### src/rtl/h264aus_pkg.sv
`default_nettype none
// ----------------------------------------------------------------------------
// h264aus_pkg
// shared types and constants for the annex b access unit splitter
// ----------------------------------------------------------------------------
package h264aus_pkg;

	localparam int unsigned BYTE_W  = 8;
	localparam int unsigned POS_W   = 32;
	localparam int unsigned CNT_W   = 8;
	localparam int unsigned EVENT_W = 2;
	localparam int unsigned OUT_W   = 40;

	localparam logic [4:0] NAL_SLICE     = 5'd1;
	localparam logic [4:0] NAL_IDR_SLICE = 5'd5;
	localparam logic [4:0] NAL_SEI       = 5'd6;
	localparam logic [4:0] NAL_SPS       = 5'd7;
	localparam logic [4:0] NAL_PPS       = 5'd8;

	localparam logic [CNT_W-1:0] CNT_MAX = '1;

	typedef enum logic [EVENT_W-1:0] {
		EV_NONE     = 2'd0,
		EV_FIRST    = 2'd1,
		EV_BOUNDARY = 2'd2
	} event_t;

	typedef enum logic [5:0] {
		SC_NONE  = 6'b000001,
		SC_ZERO1 = 6'b000010,
		SC_ZERO2 = 6'b000100,
		SC_ZERO3 = 6'b001000,
		SC_CODE  = 6'b010000,
		SC_SLICE = 6'b100000
	} scan_state_t;

	function automatic logic [CNT_W-1:0] sat_inc(input logic [CNT_W-1:0] v);
		return (v == CNT_MAX) ? CNT_MAX : v + CNT_W'(1);
	endfunction

endpackage
`default_nettype wire

### src/rtl/h264_access_unit_splitter_core.sv
`default_nettype none
// ----------------------------------------------------------------------------
// h264_access_unit_splitter_core
// byte-wide annex b start code parser reporting access unit boundaries
// ----------------------------------------------------------------------------
// Takes one byte per cycle on the slave side unless stalled and gives one
// word per byte on the master side: the byte is caught in an input register,
// then the start code scanner and unit counters update in a single pass as
// the result word is loaded into the output register. Both registers can
// hold a word, so the input keeps accepting for one more byte while a result
// is stalled. No clearing pass follows reset. header_only_mode is written by
// the user through the cfg channel only while the block is idle, unenforced;
// when set, the first unit ends at the first picture after headers.
module h264_access_unit_splitter_core (
	input  wire logic                           clk,
	input  wire logic                           arst_n,
	input  wire logic                           cfg_valid,
	output logic                                cfg_ready,
	input  wire logic                           cfg_data,       // header_only_mode
	input  wire logic                           s_axis_tvalid,
	output logic                                s_axis_tready,
	input  wire logic [h264aus_pkg::BYTE_W-1:0] s_axis_tdata,   // data_byte
	output logic                                m_axis_tvalid,
	input  wire logic                           m_axis_tready,
	output logic [h264aus_pkg::OUT_W-1:0]       m_axis_tdata    // event_res, start_code_position
);

	logic                             header_only_q;
	logic                             valid_s1;
	logic [h264aus_pkg::BYTE_W-1:0]   byte_s1;
	logic                             out_valid_q;
	h264aus_pkg::event_t              out_event_q;
	logic [h264aus_pkg::POS_W-1:0]    out_pos_q;

	h264aus_pkg::scan_state_t         scan_q, scan_d;
	logic                             last_slice_q, last_slice_d;
	logic [h264aus_pkg::CNT_W-1:0]    hdr_cnt_q, hdr_cnt_d;
	logic [h264aus_pkg::CNT_W-1:0]    pic_cnt_q, pic_cnt_d;
	logic [h264aus_pkg::POS_W-1:0]    cand_pos_q, cand_pos_d;
	logic                             start_found_q, start_found_d;
	logic                             await_end_q, await_end_d;
	logic [h264aus_pkg::POS_W-1:0]    byte_pos_q;
	h264aus_pkg::event_t              event_d;
	logic [h264aus_pkg::POS_W-1:0]    pos_d;

	logic                             out_free;
	logic                             adv_s2;
	logic [4:0]                       nal_type;

	assign cfg_ready     = 1'b1;
	assign out_free      = !out_valid_q || m_axis_tready;
	assign adv_s2        = valid_s1 && out_free;
	assign s_axis_tready = !valid_s1 || out_free;
	assign nal_type      = byte_s1[4:0];

	always_comb begin
		scan_d        = scan_q;
		last_slice_d  = last_slice_q;
		hdr_cnt_d     = hdr_cnt_q;
		pic_cnt_d     = pic_cnt_q;
		cand_pos_d    = cand_pos_q;
		start_found_d = start_found_q;
		await_end_d   = await_end_q;
		event_d       = h264aus_pkg::EV_NONE;
		pos_d         = '0;

		// start code scanner
		unique case (scan_q)
			h264aus_pkg::SC_NONE: begin
				if (byte_s1 == 8'h00) begin
					scan_d     = h264aus_pkg::SC_ZERO1;
					cand_pos_d = byte_pos_q;
				end
			end
			h264aus_pkg::SC_ZERO1: begin
				scan_d = (byte_s1 == 8'h00) ? h264aus_pkg::SC_ZERO2 : h264aus_pkg::SC_NONE;
			end
			h264aus_pkg::SC_ZERO2: begin
				if (byte_s1 == 8'h01) scan_d = h264aus_pkg::SC_CODE;
				else if (byte_s1 == 8'h00) scan_d = h264aus_pkg::SC_ZERO3;
				else scan_d = h264aus_pkg::SC_NONE;
			end
			h264aus_pkg::SC_ZERO3: begin
				// long zero run keeps only its last three zeros
				if (byte_s1 == 8'h01) scan_d = h264aus_pkg::SC_CODE;
				else if (byte_s1 == 8'h00) cand_pos_d = cand_pos_q + 32'd1;
				else scan_d = h264aus_pkg::SC_NONE;
			end
			h264aus_pkg::SC_CODE: begin
				if (nal_type == h264aus_pkg::NAL_SLICE || nal_type == h264aus_pkg::NAL_IDR_SLICE) begin
					scan_d = h264aus_pkg::SC_SLICE;
				end else begin
					scan_d = h264aus_pkg::SC_NONE;
					if (nal_type == h264aus_pkg::NAL_SEI || nal_type == h264aus_pkg::NAL_SPS ||
					    nal_type == h264aus_pkg::NAL_PPS) begin
						last_slice_d = 1'b0;
						hdr_cnt_d    = h264aus_pkg::sat_inc(hdr_cnt_q);
					end
				end
			end
			h264aus_pkg::SC_SLICE: begin
				// first_mb_in_slice zero marks a new picture
				if (byte_s1[7]) begin
					pic_cnt_d    = h264aus_pkg::sat_inc(pic_cnt_q);
					last_slice_d = 1'b1;
				end
				scan_d = h264aus_pkg::SC_NONE;
			end
			default: scan_d = h264aus_pkg::SC_NONE;
		endcase

		// unit bookkeeping, order matters
		if (header_only_q && hdr_cnt_d != '0 && pic_cnt_d == 8'd1) begin
			event_d       = h264aus_pkg::EV_BOUNDARY;
			pos_d         = cand_pos_d;
			start_found_d = 1'b1;
			pic_cnt_d     = '0;
			await_end_d   = last_slice_d;
			hdr_cnt_d     = last_slice_d ? 8'd0 : 8'd1;
		end else begin
			if (!start_found_d && hdr_cnt_d == 8'd1 && pic_cnt_d == '0) begin
				start_found_d = 1'b1;
				event_d       = h264aus_pkg::EV_FIRST;
				pos_d         = cand_pos_d;
			end
			if (!start_found_d && hdr_cnt_d == '0 && pic_cnt_d == 8'd1) begin
				start_found_d = 1'b1;
				await_end_d   = 1'b1;
				hdr_cnt_d     = '0;
				pic_cnt_d     = '0;
				event_d       = h264aus_pkg::EV_FIRST;
				pos_d         = cand_pos_d;
			end
			if (!await_end_d && hdr_cnt_d != '0 && pic_cnt_d == 8'd1) begin
				await_end_d = 1'b1;
				hdr_cnt_d   = '0;
				pic_cnt_d   = '0;
			end
			if (await_end_d && (hdr_cnt_d != '0 || pic_cnt_d != '0)) begin
				event_d       = h264aus_pkg::EV_BOUNDARY;
				pos_d         = cand_pos_d;
				start_found_d = 1'b1;
				pic_cnt_d     = '0;
				await_end_d   = last_slice_d;
				hdr_cnt_d     = last_slice_d ? 8'd0 : 8'd1;
			end
		end
	end

	always_ff @(posedge clk or negedge arst_n) begin
		if (!arst_n) begin
			header_only_q <= 1'b0;
		end else if (cfg_valid && cfg_ready) begin
			header_only_q <= cfg_data;
		end
	end

	always_ff @(posedge clk or negedge arst_n) begin
		if (!arst_n) begin
			valid_s1 <= 1'b0;
		end else if (s_axis_tready) begin
			valid_s1 <= s_axis_tvalid;
		end
	end

	always_ff @(posedge clk) begin
		if (s_axis_tready && s_axis_tvalid) begin
			byte_s1 <= s_axis_tdata;
		end
	end

	always_ff @(posedge clk or negedge arst_n) begin
		if (!arst_n) begin
			scan_q        <= h264aus_pkg::SC_NONE;
			last_slice_q  <= 1'b0;
			hdr_cnt_q     <= '0;
			pic_cnt_q     <= '0;
			cand_pos_q    <= '0;
			start_found_q <= 1'b0;
			await_end_q   <= 1'b0;
			byte_pos_q    <= '0;
		end else if (adv_s2) begin
			scan_q        <= scan_d;
			last_slice_q  <= last_slice_d;
			hdr_cnt_q     <= hdr_cnt_d;
			pic_cnt_q     <= pic_cnt_d;
			cand_pos_q    <= cand_pos_d;
			start_found_q <= start_found_d;
			await_end_q   <= await_end_d;
			byte_pos_q    <= byte_pos_q + 32'd1;
		end
	end

	always_ff @(posedge clk or negedge arst_n) begin
		if (!arst_n) begin
			out_valid_q <= 1'b0;
		end else if (out_free) begin
			out_valid_q <= valid_s1;
		end
	end

	always_ff @(posedge clk) begin
		if (adv_s2) begin
			out_event_q <= event_d;
			out_pos_q   <= pos_d;
		end
	end

	assign m_axis_tvalid = out_valid_q;
	assign m_axis_tdata  = {6'b0, out_pos_q, out_event_q};

	// a word without an event carries no position
	a_pos_zero_without_event: assert property (@(posedge clk) disable iff (!arst_n)
		out_valid_q && out_event_q == h264aus_pkg::EV_NONE |-> out_pos_q == '0)
		else $error("position set on a word without an event");

	// once the first unit start is found it stays found
	a_start_found_sticky: assert property (@(posedge clk) disable iff (!arst_n)
		!$fell(start_found_q))
		else $error("start_found cleared");

	// a first start word is only produced before the start was found
	a_first_once: assert property (@(posedge clk) disable iff (!arst_n)
		adv_s2 && event_d == h264aus_pkg::EV_FIRST |-> !start_found_q)
		else $error("second first-start event");

	// stalled output keeps the byte counter still
	a_stall_holds_state: assert property (@(posedge clk) disable iff (!arst_n)
		out_valid_q && !m_axis_tready |=> $stable(byte_pos_q))
		else $error("state advanced while output stalled");

endmodule
`default_nettype wire

### config.mk
export PLATFORM = sky130hd
export DESIGN_NAME = h264_access_unit_splitter_core
export DESIGN_NICKNAME = d
export VERILOG_FILES = /design/src/rtl/h264aus_pkg.sv /design/src/rtl/h264_access_unit_splitter_core.sv
export SDC_FILE = /design/constraint.sdc
export NUM_CORES = 1
export LEC_CHECK = 0
export ABC_AREA = 1
export BUFFER_PORTS_ARGS = -buffer_cell sky130_fd_sc_hd__buf_2
export CAP_MARGIN = 20
export CORE_ASPECT_RATIO = 1.2
export CORE_MARGIN = 2
export CORE_UTILIZATION = 40
export DETAILED_ROUTE_END_ITERATION = 8
export SLEW_MARGIN = 40
export SYNTH_ARGS = -nofsm -noshare
export SYNTH_HDL_FRONTEND = slang
export SYNTH_SLANG_ARGS = --single-unit
### constraint.sdc
create_clock -name clk -period 3.25 [get_ports clk]
set_input_delay 0.65 -clock clk [delete_from_list [all_inputs] [get_ports clk]]
set_output_delay 0.65 -clock clk [all_outputs]
set_load 0.05 [all_outputs]
## After elaboration in Yosys (flattened, before gate mapping)

Cells that the tools add are included.

| word-level totals | value |
|---|---|
| output and inout bits | 43 |
| logic and storage cells | 121 |
| bits of input ports | 14 |
| flip-flop bits (word level) | 134 |

| operators by class | value |
|---|---|
| reductions and logical operators | 31 |
| multiplexer cells | 53 |
| add/subtract/negate cells | 4 |
| equal/unequal tests | 19 |

Operators by type and width:

| operator | number |
|---|---|
| 32-bit two-way mux | 7 |
| 8-bit two-way mux | 19 |
| 32-bit by 1-bit adder with 32-bit output (second input constant) | 2 |
| 32-bit case mux with 2 select lines | 1 |
| 8-bit by 1-bit equality test with 1-bit output (second input constant) | 4 |
| 8-bit nonzero test | 4 |
| 6-bit case mux with 5 select lines | 1 |
| 8-bit zero test | 3 |
| 6-bit two-way mux | 4 |
| 8-bit by 1-bit adder with 8-bit output (second input constant) | 2 |
| 8-bit equality test (second input constant) | 2 |
| 1-bit two-way mux | 16 |
| 5-bit by 3-bit equality test with 1-bit output (second input constant) | 3 |
| 1-bit logical AND | 11 |
| 6-bit by 1-bit equality test with 1-bit output (second input constant) | 1 |
| 6-bit by 2-bit equality test with 1-bit output (second input constant) | 1 |
| 6-bit by 3-bit equality test with 1-bit output (second input constant) | 1 |
| 6-bit by 4-bit equality test with 1-bit output (second input constant) | 1 |
| 6-bit by 5-bit equality test with 1-bit output (second input constant) | 1 |
| 6-bit equality test (second input constant) | 1 |
| 1-bit logical OR | 6 |
| 5-bit by 1-bit equality test with 1-bit output (second input constant) | 1 |
| 5-bit by 4-bit equality test with 1-bit output (second input constant) | 1 |
| 1-bit zero test | 5 |
| 9 further kinds | 9 |

## Depth between registers and ports, before layout

| depth | value |
|---|---|
| depth after elaboration | 26 |
| mapped depth | 21 |
| depth with buffers taken out | 20 |

## Worst setup path before layout

Ideal clock, no wire load.

| path | value |
|---|---|
| path type | input -> register |
| start point | input port m_axis_tready |
| end point | register out_event_q[0] (enable) |
| arrival | 2510 ps |
| data required time | 2834 ps |
| cell stages on the path | 6 |
| path slack | 324 ps |
| library setup time | 416 ps |
| buffers on the path | 2 |
| cell sequence | inv_1 -> nand2_2 -> nand2_2 -> clkinv_1 -> clkbuf_1 -> clkbuf_1 |

| on the way | value |
|---|---|
| longest elaborated chain between the ends | 2 |

RTL lines:

| item | RTL line | RTL |
|---|---|---|
| start, declared | h264_access_unit_splitter_core.sv:24 | `input wire logic m_axis_tready,` |
| 1-bit logical OR | h264_access_unit_splitter_core.sv:51 | `assign out_free = !out_valid_q \|\| m_axis_tready;` |
| 1-bit logical AND | h264_access_unit_splitter_core.sv:52 | `assign adv_s2 = valid_s1 && out_free;` |
| via adv_s2 | h264_access_unit_splitter_core.sv:47 | `logic adv_s2;` |
| end signal, assigned | h264_access_unit_splitter_core.sv:204 | `out_event_q <= event_d;` |
| end, declared | h264_access_unit_splitter_core.sv:32 | `h264aus_pkg::event_t out_event_q;` |

The timed path passes the listed nets, and every way through them passes these cells.
A chain may end at the register's enable or synchronous reset.

## Worst setup path after layout

| path | value |
|---|---|
| start point | register hdr_cnt_q[0] (netlist bit) |
| end point | register out_pos_q[24] (netlist bit) (data pin) |

| on the way | value |
|---|---|
| longest elaborated chain between the ends | 25 |
| elaborated cells on any way between the ends | 43 |
| classes of those cells | add/sub (1); eq/ne (3); mux (22); reduce/logical (17) |

RTL lines:

| item | RTL line | RTL |
|---|---|---|
| start, declared | h264_access_unit_splitter_core.sv:37 | `logic [h264aus_pkg::CNT_W-1:0] hdr_cnt_q, hdr_cnt_d;` |
| start signal, assigned | h264_access_unit_splitter_core.sv:185 | `hdr_cnt_q <= hdr_cnt_d;` |
| 8-bit by 1-bit adder with 8-bit output / 8-bit equality test (equally long branches) | h264aus_pkg.sv:38 | `return (v == CNT_MAX) ? CNT_MAX : v + CNT_W'(1);` |
| 8-bit two-way mux | h264aus_pkg.sv:38 |  |
| 8-bit two-way mux | h264_access_unit_splitter_core.sv:94 | `if (nal_type == h264aus_pkg::NAL_SEI \|\| nal_type == h264aus_pkg::NAL_SPS \|\|` |
| 8-bit two-way mux | h264_access_unit_splitter_core.sv:90 | `if (nal_type == h264aus_pkg::NAL_SLICE \|\| nal_type == h264aus_pkg::NAL_IDR_SLICE) begin` |
| 8-bit two-way mux (*) | h264_access_unit_splitter_core.sv:68 | `unique case (scan_q)` |
| 8-bit by 1-bit equality test with 1-bit output | h264_access_unit_splitter_core.sv:121 | `if (!start_found_d && hdr_cnt_d == 8'd1 && pic_cnt_d == '0) begin` |
| 1-bit logical AND (2 in a row) | h264_access_unit_splitter_core.sv:121 |  |
| 1-bit two-way mux | h264_access_unit_splitter_core.sv:121 |  |
| [9 not listed] | -- |  |
| 8-bit two-way mux | h264_access_unit_splitter_core.sv:134 | `if (!await_end_d && hdr_cnt_d != '0 && pic_cnt_d == 8'd1) begin` |
| 8-bit two-way mux | h264_access_unit_splitter_core.sv:113 | `if (header_only_q && hdr_cnt_d != '0 && pic_cnt_d == 8'd1) begin` |
| 8-bit nonzero test | h264_access_unit_splitter_core.sv:139 | `if (await_end_d && (hdr_cnt_d != '0 \|\| pic_cnt_d != '0)) begin` |
| 1-bit logical OR | h264_access_unit_splitter_core.sv:139 |  |
| 1-bit logical AND | h264_access_unit_splitter_core.sv:139 |  |
| 32-bit two-way mux | h264_access_unit_splitter_core.sv:139 |  |
| 32-bit two-way mux (*) | h264_access_unit_splitter_core.sv:113 |  |
| via pos_d (one bit) | h264_access_unit_splitter_core.sv:44 | `logic [h264aus_pkg::POS_W-1:0] pos_d;` |
| end signal, assigned | h264_access_unit_splitter_core.sv:205 | `out_pos_q <= pos_d;` |
| end, declared | h264_access_unit_splitter_core.sv:33 | `logic [h264aus_pkg::POS_W-1:0] out_pos_q;` |

Mark *: on every way through the listed nets, which the timed path passes. The rest lies on a longest branch. The select of a mux whose other input is x is not followed.

==> out/qor.txt <==
Post-layout min period -> 2.92 ns
Run status -> complete, no violations
Clock Path Buffers -> 2
Final Max Tran Viols -> 0
Classification of the worst-slack hold path -> in2async
Leak pwr -> 3.98 nW
Dominant cell type by area after synthesis -> sky130_fd_sc_hd__dfrtp_1
Maximum frequency from static timing analysis -> 0.342 GHz
Post-CTS setup repair buffer count -> 0
Non-filler instance count after layout -> 1,295
Crit end category -> register
Number of enable-type register cells in the synthesized netlist -> 42
Number of rows in the core area -> 56
Met3 wire len -> 650 um
CTS clk-pin slew, worst paths -> 0.06 ns
Highest signal layer in the routed design -> met4
Post-route core utilization -> 46.7%
Post-synthesis instance area -> 7880 um2
Number of placed instances, taps included -> 1,262
Data arrival time of the critical path -> 3.09 ns
Total wirelength of the detailed-routed design -> 19,900 um
Worst IR Drop VDD -> 0.441 mV
Post-synthesis area per instance -> 8.19 um2
Crit path kind -> reg2reg
Resized cells post-CTS -> 0
Final weighted congestion in routability-driven placement -> 0.872
Sequential element share of the synthesized area -> 45.3%
Yosys warnings -> 0
Die X-Extent -> 132 um
Cell area after layout -> 9070 um2
Number of global-route vias before repair -> 6,539
Primary flip-flop cell chosen by synthesis mapping -> sky130_fd_sc_hd__dfrtp_1
Number of diodes -> 0
Cell types with the largest area share after synthesis -> sky130_fd_sc_hd__dfrtp_1 (29%), sky130_fd_sc_hd__edfxtp_1 (16%), sky130_fd_sc_hd__nand2_1 (9.6%)
Core box area -> 19,400 um2
Cell variety after synth -> 50
Initial core utilization -> 40.6%
Most used standard cells in the synthesized netlist -> sky130_fd_sc_hd__nand2_1 (202), sky130_fd_sc_hd__inv_1 (126), sky130_fd_sc_hd__dfrtp_1 (91)
Overall track demand over capacity in global routing -> 19.7%
Clock sink count -> 134
Slew @ Worst Pin -> 0.584 ns
Worst path bufs/invs -> 1
Num CTS Buffers -> 17
Post-synthesis cell count -> 961
Antenna violations before repair -> 0
Post-route fraction of the period consumed by the critical path -> 89.9%
Number of nets with antenna violations after detailed routing -> 0
Global route overflow -> 0
I/O pins -> 57
Final-layout worst hold slack -> 0.242 ns
Htree depth -> 4
Number of violations of the max-capacitance limit -> 0
First-pass GRT wire length -> 32,400 um
Net count of the finished layout -> 1,039
Area of the die -> 20,800 um2
Signed area change from the synthesized netlist to the final layout -> 15.2%
Setup violators final -> 0
Post-DP HPWL -> 13,700 um
TritonCTS clock tree -> built
Routed wire length per instance -> 15.3 um
Total power per unit cell area -> 727 nW/um2
Final critical-path setup slack -> 0.328 ns
Wire length on met2 -> 9830 um
Crit Path Max Fanout -> 21
Final-layout fill cell count -> 1,970
First-pass iteration count of the detailed router -> 5
Type of element launching the critical path -> register
Met1 wire length -> 8760 um
Remaining max-slew budget at the tightest pin -> 61.0%
Hold Vio Cnt, Final -> 0
Die height -> 158 um
Async set or reset register ratio after synthesis -> 68.7%
Worst slack at placement -> 0.148 ns
Clk_lat worst skew -> 0.43 ns
Maximum single-stage delay on the critical path -> 0.43 ns
Cell-by-cell trace of the critical path -> ha_1 -> inv_1 -> nor2_4 -> nand2_1 -> nand2_1 -> nand2_1 -> nand2_1 -> a21oi_1 -> nand2_1 -> nor2_1 -> nand3_2 -> nor2_4 -> nand3_2 -> o211ai_2 -> nand3_4 -> nand2_8 -> a21boi_1
Master of the slowest instance on the critical path -> sky130_fd_sc_hd__dfrtp_1
Number of buffers inserted by hold repair at cts -> 0
Dominant delay contributor by cell family on the critical path -> simple AND/OR/NAND/NOR gates
Most Frequent Cell on Critical Path -> sky130_fd_sc_hd__nand2_1
Clock skew after layout -> 0.00971 ns
Number of port buffers -> 49
Clock tree root buffer cell -> sky130_fd_sc_hd__clkbuf_16
Ratio of routed vias to standard cells -> 5.17
Area fraction of the dominant cell type after synthesis -> 28.9%
Total vias in the final route -> 6,698
Number of synthesized register bits -> 134
Required time reported for the critical path endpoint -> 3.41 ns
Post-Place Cell Area -> 8460 um2
Most instantiated library cell after synthesis -> sky130_fd_sc_hd__nand2_1
Share of cells above drive strength 1 -> 16.2%
DRC violation count after routing -> 0
Pin count of the biggest net entering global routing -> 93
Drt initial violations -> 483
==> cell families (layout without fill, tap and decap cells) <==
group	after synthesis	count (layout)	share of synthesized area [%]
compound gates	160	160	13.2
xor+xnor	35	35	3.89
fa+ha+maj	4	4	0.636
buf+inv	172	239	9.12
flops	134	134	45.3
mux	2	2	0.270
other cells	2	7	0.0954
simple gates	452	453	27.6
==> per-layer routing <==
layer	track usage [%]	vias to the layer above
met3	2.91	39
met5	0	-
li1	-	3347
met4	9.16	0
met1	23.6	3179
met2	34.9	133
==> final cells by class <==
class / instances / area (um2) / area share [%]
Timing Repair Buffer: 70 / 430 / 4.75
Sequential cell: 134 / 3560 / 39.3
Clock inverter: 15 / 145 / 1.60
Clock buffer: 17 / 425 / 4.69
Multi-Input combinational cell: 661 / 3660 / 40.4
Inverter: 137 / 515 / 5.68
Tap cell: 261 / 327 / 3.60
==> through the flow <==
| stage | total power, mW | TNS [ns] |
|---|---|---|
| final | 6.60 | 0 |
| after global routing | 7.03 | -0.000467 |
| after CTS | 6.50 | 0 |
| after detailed placement | 4.60 | 0 |
| after global placement | 4.57 | 0 |
| after floorplan | 4.07 | 0 |
==> power breakdown <==
part | switching, mW | internal (mW) | leakage, nW
sequential | 0.314 | 2.10 | 1.60
combinational | 1.58 | 0.719 | 2.11
clock | 0.811 | 1.07 | 0.274
total | 2.71 | 3.89 | 3.98
==> cells in the final DEF, fill, tap and decap left out, types with 3 or more instances in the layout <==
master,count
sky130_fd_sc_hd__buf_2,48
sky130_fd_sc_hd__nor3_1,26
sky130_fd_sc_hd__dfrtp_1,91
sky130_fd_sc_hd__xnor2_1,3
sky130_fd_sc_hd__clkinvlp_4,3
sky130_fd_sc_hd__nand4_1,22
sky130_fd_sc_hd__nor2_4,7
sky130_fd_sc_hd__edfxtp_1,42
sky130_fd_sc_hd__buf_4,20
sky130_fd_sc_hd__nor2_2,9
sky130_fd_sc_hd__inv_2,9
sky130_fd_sc_hd__a21oi_1,14
sky130_fd_sc_hd__nand3_1,74
sky130_fd_sc_hd__nand2_2,6
sky130_fd_sc_hd__nor4_1,12
sky130_fd_sc_hd__o21ai_2,6
sky130_fd_sc_hd__nand2_1,202
sky130_fd_sc_hd__inv_1,125
sky130_fd_sc_hd__conb_1,7
sky130_fd_sc_hd__o211ai_1,5
sky130_fd_sc_hd__nor2_1,63
sky130_fd_sc_hd__clkbuf_16,17
sky130_fd_sc_hd__o221ai_1,24
sky130_fd_sc_hd__a21boi_1,29
sky130_fd_sc_hd__nand3b_1,5
sky130_fd_sc_hd__o21ai_1,7
sky130_fd_sc_hd__ha_1,4
sky130_fd_sc_hd__clkinv_4,3
sky130_fd_sc_hd__xor2_1,32
sky130_fd_sc_hd__nand3_2,13
sky130_fd_sc_hd__a22oi_1,4
sky130_fd_sc_hd__o21ai_0,60
sky130_fd_sc_hd__inv_6,5
sky130_fd_sc_hd__a31oi_1,6
==> registers in the layout, summed over array words and instances (netlist names), 2 cells and up <==
name / flops
byte_pos_q: 32
byte_s1: 8
cand_pos_q: 32
hdr_cnt_q: 8
out_event_q: 2
out_pos_q: 32
pic_cnt_q: 8
scan_q: 6
==> path summary, 6_finish.rpt <==
check	cells after the start	start	to	slack [ns]
worst max-delay path	17	hdr_cnt_q[0]	out_pos_q[24]	0.33
worst min-delay path	2	arst_n	pic_cnt_q[3]	0.24
worst max register to register	17	hdr_cnt_q[0]	out_pos_q[24]	0.33
worst min register to register	1	byte_pos_q[18]	byte_pos_q[18]	0.49
max in group asynchronous	2	arst_n	byte_pos_q[18]	2.56
min in group clk	1	s_axis_tdata[2]	byte_s1[2]	0.39
==> worst reg2reg max path: stages, from the launching register on <==
cell,delay [ns]
sky130_fd_sc_hd__dfrtp_1,0.43
sky130_fd_sc_hd__ha_1,0.25
sky130_fd_sc_hd__inv_1,0.10
sky130_fd_sc_hd__nor2_4,0.07
sky130_fd_sc_hd__nand2_1,0.11
sky130_fd_sc_hd__nand2_1,0.07
sky130_fd_sc_hd__nand2_1,0.06
sky130_fd_sc_hd__nand2_1,0.05
sky130_fd_sc_hd__a21oi_1,0.18
sky130_fd_sc_hd__nand2_1,0.11
sky130_fd_sc_hd__nor2_1,0.14
sky130_fd_sc_hd__nand3_2,0.15
sky130_fd_sc_hd__nor2_4,0.15
sky130_fd_sc_hd__nand3_2,0.13
sky130_fd_sc_hd__o211ai_2,0.12
sky130_fd_sc_hd__nand3_4,0.20
sky130_fd_sc_hd__nand2_8,0.25
sky130_fd_sc_hd__a21boi_1,0.10
Note: power is estimated with default switching activity, not from simulation.
